==> src/hdl/kcst_mod.sv <==
module kcst_mod #(
    parameter int DIV_W = 6
) (
    input  logic             clk,
    input  logic             rst_n,
    input  logic             start,
    input  logic [DIV_W-1:0] dividend,
    input  logic [6:0]       divisor,
    output logic             done,
    output logic [6:0]       remainder
);
    localparam int CNT_W = $clog2(DIV_W + 1);

    logic             run_reg,  run_next;
    logic             done_reg, done_next;
    logic [CNT_W-1:0] cnt_reg,  cnt_next;
    logic [DIV_W-1:0] num_reg,  num_next;
    logic [6:0]       rem_reg,  rem_next;
    logic [6:0]       div_reg,  div_next;
    logic [7:0]       trial;

    // One restoring step per cycle, dividend MSB first
    always_comb
    begin
        run_next  = run_reg;
        done_next = 1'b0;
        cnt_next  = cnt_reg;
        num_next  = num_reg;
        rem_next  = rem_reg;
        div_next  = div_reg;
        trial     = {rem_reg, num_reg[DIV_W-1]};
        if (start)
        begin
            run_next = 1'b1;
            cnt_next = CNT_W'(DIV_W);
            num_next = dividend;
            rem_next = '0;
            div_next = divisor;
        end
        else if (run_reg)
        begin
            if (trial >= {1'b0, div_reg})
            begin
                rem_next = 7'(trial - {1'b0, div_reg});
            end
            else
            begin
                rem_next = trial[6:0];
            end
            num_next = num_reg << 1;
            cnt_next = cnt_reg - CNT_W'(1);
            if (cnt_reg == CNT_W'(1))
            begin
                run_next  = 1'b0;
                done_next = 1'b1;
            end
        end
    end

    always_ff @(posedge clk or negedge rst_n)
    begin
        if (!rst_n)
        begin
            run_reg  <= 1'b0;
            done_reg <= 1'b0;
            cnt_reg  <= '0;
        end
        else
        begin
            run_reg  <= run_next;
            done_reg <= done_next;
            cnt_reg  <= cnt_next;
        end
    end

    always_ff @(posedge clk)
    begin
        num_reg <= num_next;
        rem_reg <= rem_next;
        div_reg <= div_next;
    end

    assign done      = done_reg;
    assign remainder = rem_reg;

endmodule

==> config.mk <==
export PLATFORM = sky130hd
export DESIGN_NAME = kcst_mod
export DESIGN_NICKNAME = d
export VERILOG_FILES = /design/src/hdl/kcst_mod.sv
export SDC_FILE = /design/constraint.sdc
export NUM_CORES = 1
export LEC_CHECK = 0
export BUFFER_PORTS_ARGS = -buffer_cell sky130_fd_sc_hd__buf_2
export CAP_MARGIN = 20
export CELL_PAD_IN_SITES_DETAIL_PLACEMENT = 1
export CELL_PAD_IN_SITES_GLOBAL_PLACEMENT = 1
export CORE_ASPECT_RATIO = 2
export CORE_MARGIN = 2
export CORE_UTILIZATION = 35
export DETAILED_ROUTE_END_ITERATION = 10
export GPL_TIMING_DRIVEN = 1
export PLACE_DENSITY_LB_ADDON = 0.1
export SETUP_SLACK_MARGIN = 0.15
export SKIP_LAST_GASP = 1
export SLEW_MARGIN = 20
export SYNTH_ARGS = -nofsm -noshare
export SYNTH_HDL_FRONTEND = slang
export SYNTH_SLANG_ARGS = --single-unit
==> constraint.sdc <==
create_clock -name clk -period 3.3 [get_ports clk]
set_clock_uncertainty 0.1 [all_clocks]
set_input_delay 0 -clock clk [delete_from_list [all_inputs] [get_ports clk]]
set_output_delay 0 -clock clk [all_outputs]
set_load 0.05 [all_outputs]
==> metrics list <==
- 0 antenna diodes ended up in the layout.
* CTS tree: done
- The synthesized netlist devotes 14.0% of its cell area to compound gates.
- Switching Share: 38.5%
- For this run, asynchronously set or reset flops after synthesis account for 20.0%.
- Global Route Usage Sum: 15.6%
- Buffer levels on the longest clock path: 2
* PnR Total Power: 1.03 mW
- The run finished with clean final reports.
* Kind of start point of the critical path: flop
- Type of the setup path with the least slack: reg2reg
* Antenna Violating Nets Remaining: 0
* Post-synthesis share of cell area spent on full adders, half adders and majority gates: 9.86%
- Clock latency reported for the late side of the worst-skew pair: 270 ps
- Power density over cell area: 604 nW/um^2
* Final-report setup violation count: 0
* Worst setup slack before clock tree synthesis: 587 ps
- Initial Util: 36.9%
* Switch Pwr: 0.396 mW
- Most used cells in the layout excluding fill and tap cells: sky130_fd_sc_hd__buf_2, sky130_fd_sc_hd__dlygate4sd3_1, sky130_fd_sc_hd__edfxtp_1
* Vias post-DR: 1012
- The core region is 3650 sq um.
- In the final layout, the multi-input gates occupy 633 sq um.
- Setup repair after global routing left no endpoint under its margin.
* Predominant post-synthesis flop cell: sky130_fd_sc_hd__edfxtp_1
- Internal power comes to 0.632 mW.
- Leaving out fill and tap cells, the most frequent cell in the layout is sky130_fd_sc_hd__buf_2.
* Final slew viol count: 0
- Final critical-path setup slack: 613 ps
- Post-Synthesis Cells: 121
* XOR/XNOR share of the synthesized area: 3.26%
- Relative slew slack: 55.8%
* Ports: 24
* DR DRC count: 0
* Number of I/O port buffers: 23
* Die Span X: 47.8 microns
* Seq cells post-synth: 25
* Starting DRC count in detailed routing: 11
- Synth warn: 0
* Clock Tree Root: sky130_fd_sc_hd__clkbuf_8
- Measured along the y axis, the die boundary spans 91.7 microns.
- Buffers added to address setup during post-CTS repair amount to 0.
- For this run, the post-layout net count is 186.
- Class of the tightest hold or removal check: in2reg
- For this run, the detailed router's first-pass iteration total came to 4.
- The worst-case IR drop observed on VDD is 0.400 mV.
* Reported leakage power: 0.753 nW
* Growth of design area from synthesis to finish: 26.5%
- FF+latch area: 656 sq um
- After detailed routing, the total wire length is 2.83 mm.
- Entering global routing, the biggest net connects 29 pins.
- The worst setup path is captured at a flop.
- Clock share of power: 17.9%
- Among all stages on the critical path, the largest delay is contributed by sky130_fd_sc_hd__fa_1.
- In this run, synthesis inferred 13 flip-flops with an integrated enable.
* Cts bufs inserted: 3
- Number of filler cells placed in the layout: 436
* Top fanout value on the critical path: 10
- Vias/cell: 4.87
- Number of library cell types mapped by synthesis: 37
- Number of global-route vias before repair: 1079
* Clock tree sinks: 25
- Detailed placement HPWL: 2.13 mm
- Clock-pin slew was measured on the worst setup and hold paths at 90 ps.
- The number of antenna violations at the first check in global routing is 0.
- Final weighted congestion in routability-driven placement: 0.702
- In the final routed layout, each cell accounts on average for 13.6 microns.
* Cell breakdown of the critical path: inv_1 -> ha_1 -> inv_1 -> fa_1 -> a211oi_2 -> o21ai_2 -> a41oi_4 -> mux2_2 -> a211oi_1
- Clock H-tree levels: 1
- Min cycle time layout: 2690 ps
* Sequential cell area fraction in the yosys report: 48.7%
* Final period utilization: 81.4%
- Main combinational cell family by area after synthesis: compound AO/OA/AOI/OAI gates
- Mapped Area: 1350 sq um
* Transition time at the pin with the least slew margin: 662 ps
- Leftover overflow at the end of global routing: 0
- Wire length of the first global-routing pass: 4.92 mm
* Fraction of final layout cells sized beyond drive strength 1: 23.9%
- After Yosys synthesis, and, or, nand and nor cells account for 11.9% of the synthesized area.
- Fmax: 372 MHz
- Across the run, the number of max-cap violations was 0.
- Post-Syn Nets: 147
- Peak per-stage delay on the critical path: 420 ps
* Worst endpoint required time: 3390 ps
- The number of hold violations in the final report was 0.
* Relative contribution of combinational cells to total power: 42.7%
- The initialized floorplan defines 31 standard-cell rows.
- In this run, flip-flops and latches consume 39.4% of the power.
- Arrival time reported for the critical path endpoint: 2770 ps
* Sum of negative setup slack: 0 ps
- The die covers 4390 sq um.
- After synthesis, the share of cell area in mux cells is 8.00%.
* Mean Syn Cell Area: 11.1 sq um
* Most used cell, CP: sky130_fd_sc_hd__inv_1
==> Yosys cell counts, types with 2 or more instances <==
library cell | instances | share of area, %
sky130_fd_sc_hd__edfxtp_1 | 13 | 29
sky130_fd_sc_hd__nor2_1 | 12 | 3.3
sky130_fd_sc_hd__inv_1 | 11 | 3.1
sky130_fd_sc_hd__ha_1 | 9 | 8.4
sky130_fd_sc_hd__dfxtp_1 | 7 | 10
sky130_fd_sc_hd__mux2_2 | 6 | 5.0
sky130_fd_sc_hd__a211oi_1 | 5 | 2.8
sky130_fd_sc_hd__a21oi_1 | 5 | 1.9
sky130_fd_sc_hd__dfrtp_1 | 5 | 9.3
sky130_fd_sc_hd__nand2_1 | 5 | 1.4
sky130_fd_sc_hd__clkbuf_1 | 4 | 1.1
sky130_fd_sc_hd__mux2i_1 | 4 | 3.0
sky130_fd_sc_hd__nand2b_1 | 4 | 1.9
sky130_fd_sc_hd__o21ai_0 | 3 | 1.1
sky130_fd_sc_hd__xor2_1 | 3 | 2.0
sky130_fd_sc_hd__nor3_1 | 2 | 0.74
sky130_fd_sc_hd__o21bai_1 | 2 | 1.1
sky130_fd_sc_hd__xnor2_1 | 2 | 1.3
==> path summary, 6_finish.rpt <==
| path | depth (start not counted) | end | slack (ps) | from |
|---|---|---|---|---|
| min in group asynchronous | 3 | cnt_reg[2] | 540 | rst_n |
| worst max register to register | 9 | remainder[0] | 610 | num_reg[5] |
| worst min-delay path | 2 | cnt_reg[0] | 110 | start |
| max in group asynchronous | 3 | done | 2370 | rst_n |
| worst max-delay path | 9 | remainder[0] | 610 | num_reg[5] |
| worst min register to register | 2 | cnt_reg[1] | 420 | cnt_reg[1] |
==> timing repair <==
action	4_1_cts	5_1_grt
endpoints found under the hold margin	18	0
hold buffers	15	0
gates resized for setup	0	0
==> layout make-up <==
class	instances	share of cell area, %
Multi-Input combinational cell	81	37.2
Clock buffer	4	2.65
Tap cell	49	3.60
Timing Repair Buffer	38	15.6
Sequential cell	25	38.5
Inverter	11	2.43
==> power by group through the flow <==
stage	registers (mW)	clock network (mW)	logic, mW
3_3_place_gp	0.414	0	0.423
3_5_place_dp	0.415	0	0.428
2_1_floorplan	0.481	0	0.262
4_1_cts	0.408	0.190	0.445
5_1_grt	0.413	0.205	0.483
6_report	0.405	0.184	0.439
==> cells by family after synthesis <==
group | count (synthesis)
compound gates | 24
xor+xnor | 5
fa+ha+maj | 10
buf+inv | 15
flops | 25
mux | 10
simple gates | 32
==> worst max-delay path: cells and delay by family (launching register included) <==
kind / cells / cell delay [ps]
muxes: 1 / 390
AOI/OAI and AO/OA: 4 / 1050
buffers and inverters: 2 / 130
adders and majority gates: 2 / 570
DFF: 1 / 360
==> per-stage QoR <==
step	cells	hold slack, ps	area [sq um]	utilization (%)
detailed placement	189	-276	1510	41.3
global route	208	148	1700	46.7
finish	208	110	1700	46.7
floorplan	121	-396	1350	-
CTS	208	113	1700	46.7
global placement	189	-280	1510	41.3
==> layer usage <==
| layer | vias to the layer above | GRT usage, % | wire length (microns) |
|---|---|---|---|
| met3 | 4 | 1.77 | 40 |
| met5 | - | 0 | 0 |
| met1 | 491 | 18.5 | 1110 |
| met2 | 10 | 25.9 | 1610 |
| met4 | 0 | 7.43 | 68 |
| li1 | 507 | - | - |
No activity file was read; power rests on OpenSTA's default activity.
